`src/rtl/core/bdq_pkg.sv`:
```
// Shared types, codes and widths of the bounded deque core.
// Used by the cell, the controller and the top level; depends on nothing.
package bdq_pkg;

    localparam int DEPTH_DEF = 16;
    localparam int VAL_W = 32;
    localparam int REQ_W = 3;
    localparam int STATUS_W = 3;
    localparam int IN_TDATA_W = ((REQ_W + VAL_W + 7) / 8) * 8;
    localparam int OUT_TDATA_W = ((STATUS_W + VAL_W + 7) / 8) * 8;

    localparam logic [REQ_W-1:0] REQ_ADD_REAR = 3'd0;
    localparam logic [REQ_W-1:0] REQ_ADD_FRONT = 3'd1;
    localparam logic [REQ_W-1:0] REQ_DEL_REAR = 3'd2;
    localparam logic [REQ_W-1:0] REQ_DEL_FRONT = 3'd3;
    localparam logic [REQ_W-1:0] REQ_DEL_VALUE = 3'd4;
    localparam logic [REQ_W-1:0] REQ_DUMP_REV = 3'd5;
    localparam logic [REQ_W-1:0] REQ_DUMP_FWD = 3'd6;

    localparam logic [STATUS_W-1:0] ST_OK = 3'd0;
    localparam logic [STATUS_W-1:0] ST_EMPTY = 3'd1;
    localparam logic [STATUS_W-1:0] ST_FULL = 3'd2;
    localparam logic [STATUS_W-1:0] ST_NOT_FOUND = 3'd3;
    localparam logic [STATUS_W-1:0] ST_NOW_EMPTY = 3'd4;

    typedef enum logic [2:0] {
        CMD_HOLD,
        CMD_PUSH_REAR,
        CMD_SHIFT_R,
        CMD_ROT_R,
        CMD_POP_REAR,
        CMD_SHIFT_L,
        CMD_ROT_L
    } cell_cmd_t;

    typedef struct packed {
        cell_cmd_t               cmd;
        logic signed [VAL_W-1:0] din;
    } cell_ctl_t;

    typedef struct packed {
        logic signed [VAL_W-1:0] head_val;
        logic signed [VAL_W-1:0] tail_val;
    } chain_stat_t;

endpackage

```
`src/rtl/core/bdq_cell.sv`:
```
// One storage cell of the deque chain: a value and its valid flag.
// Depends on bdq_pkg for the command type and value width.
module bdq_cell
(
    input  logic                              clk,
    input  logic                              rst_n,
    input  bdq_pkg::cell_ctl_t                ctl,
    input  logic signed [bdq_pkg::VAL_W-1:0]  left_val,
    input  logic                              left_vld,
    input  logic signed [bdq_pkg::VAL_W-1:0]  right_val,
    input  logic                              right_vld,
    input  logic signed [bdq_pkg::VAL_W-1:0]  wrap_val,
    output logic signed [bdq_pkg::VAL_W-1:0]  val,
    output logic                              vld,
    output logic                              tail
);

    logic signed [bdq_pkg::VAL_W-1:0] val_reg;
    logic signed [bdq_pkg::VAL_W-1:0] val_next;
    logic                             vld_reg;
    logic                             vld_next;

    always_comb
    begin
        val_next = val_reg;
        vld_next = vld_reg;
        unique case (ctl.cmd)
            bdq_pkg::CMD_HOLD:
            begin
            end
            bdq_pkg::CMD_PUSH_REAR:
            begin
                if (!vld_reg && left_vld)
                begin
                    val_next = ctl.din;
                    vld_next = 1'b1;
                end
            end
            bdq_pkg::CMD_SHIFT_R:
            begin
                val_next = left_val;
                vld_next = left_vld;
            end
            bdq_pkg::CMD_ROT_R:
            begin
                if (vld_reg)
                begin
                    val_next = left_val;
                end
            end
            bdq_pkg::CMD_POP_REAR:
            begin
                if (vld_reg && !right_vld)
                begin
                    vld_next = 1'b0;
                end
            end
            bdq_pkg::CMD_SHIFT_L:
            begin
                val_next = right_val;
                vld_next = right_vld;
            end
            bdq_pkg::CMD_ROT_L:
            begin
                if (vld_reg)
                begin
                    val_next = right_vld ? right_val : wrap_val;
                end
            end
            default:
            begin
            end
        endcase
    end

    always_ff @(posedge clk or negedge rst_n)
    begin
        if (!rst_n)
        begin
            vld_reg <= 1'b0;
        end
        else
        begin
            vld_reg <= vld_next;
        end
    end

    always_ff @(posedge clk)
    begin
        val_reg <= val_next;
    end

    assign val = val_reg;
    assign vld = vld_reg;
    assign tail = vld_reg && !right_vld;

endmodule

```
`src/rtl/core/bdq_ctrl.sv`:
```
// Request sequencer, element count and registered result beat of the deque.
// Depends on bdq_pkg; drives the cell chain through one broadcast command.
module bdq_ctrl
#(
    parameter int DEPTH = bdq_pkg::DEPTH_DEF
)
(
    input  logic                              clk,
    input  logic                              rst_n,
    input  logic                              in_valid,
    output logic                              in_ready,
    input  logic [bdq_pkg::REQ_W-1:0]         req_type,
    input  logic signed [bdq_pkg::VAL_W-1:0]  value,
    input  bdq_pkg::chain_stat_t              chain,
    output bdq_pkg::cell_ctl_t                ctl,
    output logic                              out_valid,
    input  logic                              out_ready,
    output logic [bdq_pkg::STATUS_W-1:0]      status,
    output logic signed [bdq_pkg::VAL_W-1:0]  value_res,
    output logic                              last
);

    localparam int CW = $clog2(DEPTH + 1);

    typedef enum logic { S_IDLE, S_RUN } state_t;
    typedef enum logic [1:0] { JOB_DEL_VALUE, JOB_DUMP_FWD, JOB_DUMP_REV } job_t;

    state_t                           state_reg, state_next;
    job_t                             job_reg, job_next;
    logic [CW-1:0]                    count_reg, count_next;
    logic [CW-1:0]                    steps_reg, steps_next;
    logic                             found_reg, found_next;
    logic signed [bdq_pkg::VAL_W-1:0] key_reg, key_next;
    logic                             out_valid_reg, out_valid_next;
    logic [bdq_pkg::STATUS_W-1:0]     out_status_reg, out_status_next;
    logic signed [bdq_pkg::VAL_W-1:0] out_value_reg, out_value_next;
    logic                             out_last_reg, out_last_next;

    logic out_free;
    logic accept;
    logic is_full;
    logic is_empty;
    logic final_step;
    logic drop;

    assign out_free = !out_valid_reg || out_ready;
    assign in_ready = (state_reg == S_IDLE) && out_free;
    assign accept = in_valid && in_ready;
    assign is_full = (count_reg == CW'(DEPTH));
    assign is_empty = (count_reg == '0);
    assign final_step = (steps_reg == CW'(1));
    assign drop = (state_reg == S_RUN) && (job_reg == JOB_DEL_VALUE) && !found_reg
                  && (chain.head_val == key_reg);

    always_comb
    begin
        state_next = state_reg;
        job_next = job_reg;
        count_next = count_reg;
        steps_next = steps_reg;
        found_next = found_reg;
        key_next = key_reg;
        out_valid_next = out_valid_reg && !out_ready;
        out_status_next = out_status_reg;
        out_value_next = out_value_reg;
        out_last_next = out_last_reg;
        ctl.cmd = bdq_pkg::CMD_HOLD;
        ctl.din = value;

        unique case (state_reg)
            S_IDLE:
            begin
                if (accept)
                begin
                    out_value_next = '0;
                    out_last_next = 1'b1;
                    unique case (req_type)
                        bdq_pkg::REQ_ADD_REAR, bdq_pkg::REQ_ADD_FRONT:
                        begin
                            out_valid_next = 1'b1;
                            if (is_full)
                            begin
                                out_status_next = bdq_pkg::ST_FULL;
                            end
                            else
                            begin
                                ctl.cmd = (req_type == bdq_pkg::REQ_ADD_REAR) ?
                                          bdq_pkg::CMD_PUSH_REAR : bdq_pkg::CMD_SHIFT_R;
                                count_next = count_reg + CW'(1);
                                out_status_next = bdq_pkg::ST_OK;
                            end
                        end
                        bdq_pkg::REQ_DEL_REAR, bdq_pkg::REQ_DEL_FRONT:
                        begin
                            out_valid_next = 1'b1;
                            if (is_empty)
                            begin
                                out_status_next = bdq_pkg::ST_EMPTY;
                            end
                            else
                            begin
                                ctl.cmd = (req_type == bdq_pkg::REQ_DEL_REAR) ?
                                          bdq_pkg::CMD_POP_REAR : bdq_pkg::CMD_SHIFT_L;
                                count_next = count_reg - CW'(1);
                                out_status_next = (count_reg == CW'(1)) ?
                                                  bdq_pkg::ST_NOW_EMPTY : bdq_pkg::ST_OK;
                            end
                        end
                        bdq_pkg::REQ_DEL_VALUE, bdq_pkg::REQ_DUMP_REV,
                        bdq_pkg::REQ_DUMP_FWD:
                        begin
                            if (is_empty)
                            begin
                                out_valid_next = 1'b1;
                                out_status_next = bdq_pkg::ST_EMPTY;
                            end
                            else
                            begin
                                state_next = S_RUN;
                                steps_next = count_reg;
                                found_next = 1'b0;
                                key_next = value;
                                if (req_type == bdq_pkg::REQ_DEL_VALUE)
                                begin
                                    job_next = JOB_DEL_VALUE;
                                end
                                else if (req_type == bdq_pkg::REQ_DUMP_FWD)
                                begin
                                    job_next = JOB_DUMP_FWD;
                                end
                                else
                                begin
                                    job_next = JOB_DUMP_REV;
                                end
                            end
                        end
                        default:
                        begin
                        end
                    endcase
                end
            end
            S_RUN:
            begin
                if (out_free)
                begin
                    steps_next = steps_reg - CW'(1);
                    unique case (job_reg)
                        JOB_DEL_VALUE:
                        begin
                            if (drop)
                            begin
                                ctl.cmd = bdq_pkg::CMD_SHIFT_L;
                                found_next = 1'b1;
                                count_next = count_reg - CW'(1);
                            end
                            else
                            begin
                                ctl.cmd = bdq_pkg::CMD_ROT_L;
                            end
                            if (final_step)
                            begin
                                out_valid_next = 1'b1;
                                out_value_next = '0;
                                out_last_next = 1'b1;
                                if (!found_next)
                                begin
                                    out_status_next = bdq_pkg::ST_NOT_FOUND;
                                end
                                else if (count_next == '0)
                                begin
                                    out_status_next = bdq_pkg::ST_NOW_EMPTY;
                                end
                                else
                                begin
                                    out_status_next = bdq_pkg::ST_OK;
                                end
                            end
                        end
                        JOB_DUMP_FWD:
                        begin
                            ctl.cmd = bdq_pkg::CMD_ROT_L;
                            out_valid_next = 1'b1;
                            out_status_next = bdq_pkg::ST_OK;
                            out_value_next = chain.head_val;
                            out_last_next = final_step;
                        end
                        JOB_DUMP_REV:
                        begin
                            ctl.cmd = bdq_pkg::CMD_ROT_R;
                            out_valid_next = 1'b1;
                            out_status_next = bdq_pkg::ST_OK;
                            out_value_next = chain.tail_val;
                            out_last_next = final_step;
                        end
                        default:
                        begin
                        end
                    endcase
                    if (final_step)
                    begin
                        state_next = S_IDLE;
                    end
                end
            end
            default:
            begin
                state_next = S_IDLE;
            end
        endcase
    end

    always_ff @(posedge clk or negedge rst_n)
    begin
        if (!rst_n)
        begin
            state_reg <= S_IDLE;
            job_reg <= JOB_DEL_VALUE;
            count_reg <= '0;
            steps_reg <= '0;
            found_reg <= 1'b0;
            key_reg <= '0;
            out_valid_reg <= 1'b0;
            out_status_reg <= '0;
            out_value_reg <= '0;
            out_last_reg <= 1'b0;
        end
        else
        begin
            state_reg <= state_next;
            job_reg <= job_next;
            count_reg <= count_next;
            steps_reg <= steps_next;
            found_reg <= found_next;
            key_reg <= key_next;
            out_valid_reg <= out_valid_next;
            out_status_reg <= out_status_next;
            out_value_reg <= out_value_next;
            out_last_reg <= out_last_next;
        end
    end

    assign out_valid = out_valid_reg;
    assign status = out_status_reg;
    assign value_res = out_value_reg;
    assign last = out_last_reg;

    // The element count never passes the capacity of the chain.
    a_count_bound: assert property (@(posedge clk) disable iff (!rst_n)
        count_reg <= CW'(DEPTH))
        else $error("element count beyond capacity");

    // A multi-step request always has steps left while it runs.
    a_steps_live: assert property (@(posedge clk) disable iff (!rst_n)
        (state_reg == S_RUN) |-> (steps_reg != '0))
        else $error("running with no steps left");

    // Only dump beats come without a last mark, and they carry status ok.
    a_non_last_ok: assert property (@(posedge clk) disable iff (!rst_n)
        (out_valid_reg && !out_last_reg) |-> (out_status_reg == bdq_pkg::ST_OK))
        else $error("non-final beat with a status other than ok");

    // A delete by value never removes more than one element.
    a_single_drop: assert property (@(posedge clk) disable iff (!rst_n)
        (state_reg == S_RUN && job_reg == JOB_DEL_VALUE && found_reg)
        |=> (count_reg == $past(count_reg)))
        else $error("second element removed in one delete by value");

endmodule

```
`src/rtl/core/bounded_deque_with_delete_by_value_core.sv`:
```
// Top level of the bounded deque core: the cell chain and its controller.
// Depends on bdq_pkg, bdq_cell and bdq_ctrl.
//
// The deque holds up to DEPTH signed 32-bit values in a row of cells, front
// in the first cell. Requests are taken one at a time on the slave side. Adds
// and deletes at either end give one result beat. A delete by value and a
// dump rotate the whole sequence once around the chain, one element per
// cycle while the master side does not stall. A dump of a non-empty deque
// gives one beat per element with tlast on the final one; every other
// defined request gives a single beat with tlast set, and an unused request
// code gives none. A request is taken again as soon as the last beat of the
// previous one is in the output register and that register is free.
module bounded_deque_with_delete_by_value_core
#(
    parameter int DEPTH = bdq_pkg::DEPTH_DEF
)
(
    input  logic                               clk,
    input  logic                               rst_n,
    input  logic                               s_tvalid,
    output logic                               s_tready,
    // Fields from bit 0 up: req_type[2:0], value[34:3], zero fill.
    input  logic [bdq_pkg::IN_TDATA_W-1:0]     s_tdata,
    output logic                               m_tvalid,
    input  logic                               m_tready,
    // Fields from bit 0 up: status[2:0], value_res[34:3], zero fill.
    output logic [bdq_pkg::OUT_TDATA_W-1:0]    m_tdata,
    output logic                               m_tlast
);

    localparam int PAD_W = bdq_pkg::OUT_TDATA_W - bdq_pkg::STATUS_W - bdq_pkg::VAL_W;

    logic [bdq_pkg::REQ_W-1:0]        req_type;
    logic signed [bdq_pkg::VAL_W-1:0] value;
    logic [bdq_pkg::STATUS_W-1:0]     status;
    logic signed [bdq_pkg::VAL_W-1:0] value_res;

    bdq_pkg::cell_ctl_t               ctl;
    bdq_pkg::chain_stat_t             chain;

    logic signed [bdq_pkg::VAL_W-1:0] vals [DEPTH];
    logic [DEPTH-1:0]                 vlds;
    logic [DEPTH-1:0]                 tails;
    logic signed [bdq_pkg::VAL_W-1:0] tail_val;
    logic signed [bdq_pkg::VAL_W-1:0] chain_in;

    assign req_type = s_tdata[bdq_pkg::REQ_W-1:0];
    assign value = s_tdata[bdq_pkg::REQ_W+bdq_pkg::VAL_W-1:bdq_pkg::REQ_W];

    always_comb
    begin
        tail_val = '0;
        for (int i = 0; i < DEPTH; i++)
        begin
            tail_val = tail_val | (tails[i] ? vals[i] : '0);
        end
    end

    assign chain_in = (ctl.cmd == bdq_pkg::CMD_ROT_R) ? tail_val : ctl.din;
    assign chain.head_val = vals[0];
    assign chain.tail_val = tail_val;

    for (genvar i = 0; i < DEPTH; i++)
    begin : g_cell
        logic signed [bdq_pkg::VAL_W-1:0] left_val;
        logic                             left_vld;
        logic signed [bdq_pkg::VAL_W-1:0] right_val;
        logic                             right_vld;

        if (i == 0)
        begin : g_first
            assign left_val = chain_in;
            assign left_vld = 1'b1;
        end
        else
        begin : g_mid
            assign left_val = vals[i-1];
            assign left_vld = vlds[i-1];
        end

        if (i == DEPTH - 1)
        begin : g_end
            assign right_val = '0;
            assign right_vld = 1'b0;
        end
        else
        begin : g_inner
            assign right_val = vals[i+1];
            assign right_vld = vlds[i+1];
        end

        bdq_cell u_cell
        (
            .clk       (clk),
            .rst_n     (rst_n),
            .ctl       (ctl),
            .left_val  (left_val),
            .left_vld  (left_vld),
            .right_val (right_val),
            .right_vld (right_vld),
            .wrap_val  (vals[0]),
            .val       (vals[i]),
            .vld       (vlds[i]),
            .tail      (tails[i])
        );
    end

    bdq_ctrl
    #(
        .DEPTH (DEPTH)
    )
    u_ctrl
    (
        .clk       (clk),
        .rst_n     (rst_n),
        .in_valid  (s_tvalid),
        .in_ready  (s_tready),
        .req_type  (req_type),
        .value     (value),
        .chain     (chain),
        .ctl       (ctl),
        .out_valid (m_tvalid),
        .out_ready (m_tready),
        .status    (status),
        .value_res (value_res),
        .last      (m_tlast)
    );

    assign m_tdata = {{PAD_W{1'b0}}, value_res, status};

    // Live cells always form one unbroken run starting at the first cell.
    a_vld_packed: assert property (@(posedge clk) disable iff (!rst_n)
        (vlds & (vlds + DEPTH'(1))) == '0)
        else $error("valid cells not packed toward the front");

endmodule

```
`config.mk`:
```
export PLATFORM = sky130hd
export DESIGN_NAME = bounded_deque_with_delete_by_value_core
export DESIGN_NICKNAME = d
export VERILOG_FILES = /design/src/rtl/core/bdq_pkg.sv /design/src/rtl/core/bdq_cell.sv /design/src/rtl/core/bdq_ctrl.sv /design/src/rtl/core/bounded_deque_with_delete_by_value_core.sv
export SDC_FILE = /design/constraint.sdc
export NUM_CORES = 2
export LEC_CHECK = 0
export BUFFER_PORTS_ARGS = -buffer_cell sky130_fd_sc_hd__buf_2
export CAP_MARGIN = 25
export CORE_MARGIN = 1.5
export CORE_UTILIZATION = 39
export CTS_CLUSTER_DIAMETER = 150
export CTS_CLUSTER_SIZE = 16
export DETAILED_ROUTE_END_ITERATION = 6
export SLEW_MARGIN = 20
export SYNTH_ARGS = -nofsm -noshare
export SYNTH_HDL_FRONTEND = slang
export SYNTH_SLANG_ARGS = --single-unit
```
`constraint.sdc`:
```
create_clock -name clk -period 8.74 [get_ports clk]
set_clock_uncertainty 0.2 [all_clocks]
set_input_delay 1.748 -clock clk [delete_from_list [all_inputs] [get_ports clk]]
set_output_delay 1.748 -clock clk [all_outputs]
set_load 0.01 [all_outputs]
```
==> impl_metrics.toml <==
[clock_tree]
clockRootBuffer = "clkbuf_16"
ctsResizeCount = 0
cts_tree = "built"
postCtsSetupBuffers = 0
cts_max_level = 2
hold_buffers = 0
clkLatencyLatePin_ns = 0.65
cts_buffers = 44
clk_path_buf_depth = 3
cts.reportedPaths.clkPinSlew_ns = 0.08
clock-sinks = 611

[setup_path]
endpoint_kind = "flip-flop"
path_common_cell = "buf_4"
cp_slowest_stage_delay_ns = 0.84
ff2ff_path_depth = 11
crit-reg2reg-launch = "g_cell[0].u_cell.val[19]$_DFFE_PP_"
crit_buf_inv = 3
crit_required_ns = 9.02
crit_family = "simple AND/OR/NAND/NOR gates"
crit_chain = "xor2_1 -> nor4_1 -> nand4_1 -> nor4_1 -> o21ai_1 -> buf_4 -> nor2_4 -> buf_4 -> buf_4 -> nand2_1 -> nand3_1"
critical_path_arrival_ns = 6.54
crit_slowest_cell = "buf_4"
startpoint_type = "flip-flop"
crit_fanout = 83
reg2reg_setup_slack_ns = 2.48
r2r_end = "g_cell[13].u_cell.val[19]$_DFFE_PP_"
critPathKind = "flip-flop to flip-flop"

[timing]
rsz0062_at_grt = "false"
hold_viol = 0
tightest_slew_ns = 1.21
period_minus_slack_ns = 6.26
slew_viol_final = 0
report.final.setup_viol = 0
timing.slew.headroom_pct = 19.6
fin_crit_sh_pct = 71.7
tns_ns = 0
fmax_mhz = 160

[finish]
layout-drive-gt1-share_pct = 10.8
nFillCells = 9358
areaGrowthSynthToFinish_pct = 6.89
multi_input_area_um2 = 18500
register_area_um2 = 17900
fin_nets = 3985
largest_reg_flops = 512

[drt]
vias_per_cell = 6.86
dr_total_vias = 36000
routed_wl_mm = 160
drt_iter0_drc = 6473
drtPass1Iterations = 6
antenna_left = 0
drcViolationCount = 0
drt-wirelength-per-cell_um = 30.4

[logic_synthesis]
ys_types = 70
synthArstFlopShare_pct = 16.2
synth_area_per_cell_um2 = 9.10
synth_top_area_share_pct = 40.5
yosys.area.top_type = "edfxtp_1"
synthTopCellsByArea = "edfxtp_1 (41%), a22oi_1 (11%), nand2_1 (8.5%)"
yosysWarnings = 0
synth_common_cells = "nand2_1 (859), a22oi_1 (559), edfxtp_1 (512)"
syn_area_um2 = 37900
synth-main-ff-cell = "edfxtp_1"
synth_most_common_cell = "nand2_1"
syn_inst = 4167
synth-edff-count = 512
seq_area_frac_synth_pct = 47.1
synth_seq_cells = 611

[hold_path]
min_from = "u_ctrl.value_res[7]$_DFFE_PN0P_"
holdCritPathClass = "flip-flop to flip-flop"
hold_path_end = "u_ctrl.value_res[7]$_DFFE_PN0P_"
holdPathStages = 2

[floorplan]
die_x_um = 315
die_h_um = 315
num_io_pins = 87
rows = 114
core_area_um2 = 96600
initial_core_util_pct = 39.3
dieArea_um2 = 99100

[global_route]
grt_max_degree = 196
grt_pass1_vias = 32600
grt_overflow = 0
antenna_found_initial = 6
grtUsageTotal_pct = 31.3
grt_pass1_wl_mm = 230

[placed_design]
dp_hpwl_mm = 84.4
gp_congestion = 0.839
portBuffers = 76

[flow_run]
cap_violations = 0

[status]
status = "finished, final reports clean"
## cells by family (layout without fill, tap and decap cells)
family,after synthesis,in the layout,synth area share [%]
simple gates,1609,1609,18.9
compound gates,1292,1292,23.8
buf+inv,481,277,5.40
mux,125,125,3.71
other cells,1,7,0.00989
xor+xnor,39,39,0.901
flops,611,611,47.1
fa+ha+maj,9,9,0.297
## worst reg2reg max path: stages (launching register included)
cell      delay (ns)
edfxtp_1        0.75
xor2_1          0.25
nor4_1          0.82
nand4_1         0.50
nor4_1          0.72
o21ai_1         0.44
buf_4           0.31
nor2_4          0.09
buf_4           0.77
buf_4           0.92
nand2_1         0.21
nand3_1         0.13
## cell usage in the layout (no fill, tap or decap), types with 8 or more instances in the layout
master     netlist  layout
a221oi_1        51      51
nand3_1        444     444
a221o_1         96      96
a22oi_1        559     559
inv_1           42      42
a22o_1          51      50
nor4_1           9       8
clkbuf_16        0      46
o2bb2ai_4        0      15
nand4_1         53      53
nand2_2         14      15
nor2_1         110     105
o22ai_1         12      12
dfrtp_1         99      86
dfrtp_4          0      13
a21oi_1         59      58
buf_4           22      72
edfxtp_1       512     512
and2_4          18      18
mux2_2         124     124
nand2_1        859     858
and2_1          17      17
nor2b_4          0      14
buf_2           74      75
nor2b_1         53      39
clkbuf_1       296      33
nor3_1           8       8
o21ai_0        394     393
xor2_1          33      33
## layout make-up
class / count / area share (%)
timing repair buffer: 154 / 2.58
clock buffer: 79 / 3.15
inverter: 42 / 0.389
tap: 1276 / 3.94
clock inverter: 2 / 0.0803
sequential: 611 / 44.2
multi-input combinational: 3079 / 45.7
antenna: 2 / 0.0123
## worst max-delay path by stage
stage | startpoint | to | slack (ns) | cells past startpoint
floorplan | m_tready | g_cell[10].u_cell.val[0]$_DFFE_PP_ | 3.38 | 8
global placement | m_tready | g_cell[5].u_cell.val[6]$_DFFE_PP_ | 2.42 | 12
detailed placement | m_tready | g_cell[13].u_cell.val[6]$_DFFE_PP_ | 2.39 | 12
CTS | g_cell[0].u_cell.val[19]$_DFFE_PP_ | g_cell[13].u_cell.val[6]$_DFFE_PP_ | 2.76 | 11
global route | g_cell[0].u_cell.val[19]$_DFFE_PP_ | g_cell[6].u_cell.val[6]$_DFFE_PP_ | 2.13 | 11
finish | g_cell[0].u_cell.val[19]$_DFFE_PP_ | g_cell[13].u_cell.val[19]$_DFFE_PP_ | 2.48 | 11
## metrics by stage
| stage | hold WS [ns] | instance area [um^2] | utilization [%] | std cells | worst slack [ns] |
|---|---|---|---|---|---|
| 3_5_place_dp | 0.266 | 39200 | 40.6 | 5162 | 2.39 |
| 6_report | 0.275 | 40500 | 42.0 | 5245 | 2.48 |
| 4_1_cts | 0.283 | 40500 | 42.0 | 5243 | 2.76 |
| 5_1_grt | 0.296 | 40500 | 42.0 | 5243 | 2.13 |
| 2_1_floorplan | 0.300 | 37900 | - | 4171 | 3.38 |
| 3_3_place_gp | 0.260 | 39200 | 40.6 | 5160 | 2.42 |
## metal layers
layer	share of wire (%)	wire (um)	global-route usage, %
met4	5.9	9460	15.0
met3	14	21800	6.83
met2	42	66900	45.6
met1	38	61400	43.9
met5	0.030	48	0
Power is left out: the tool's default activity adds up to more than one toggle a clock period on the data nets, which glitch-free logic cannot reach.
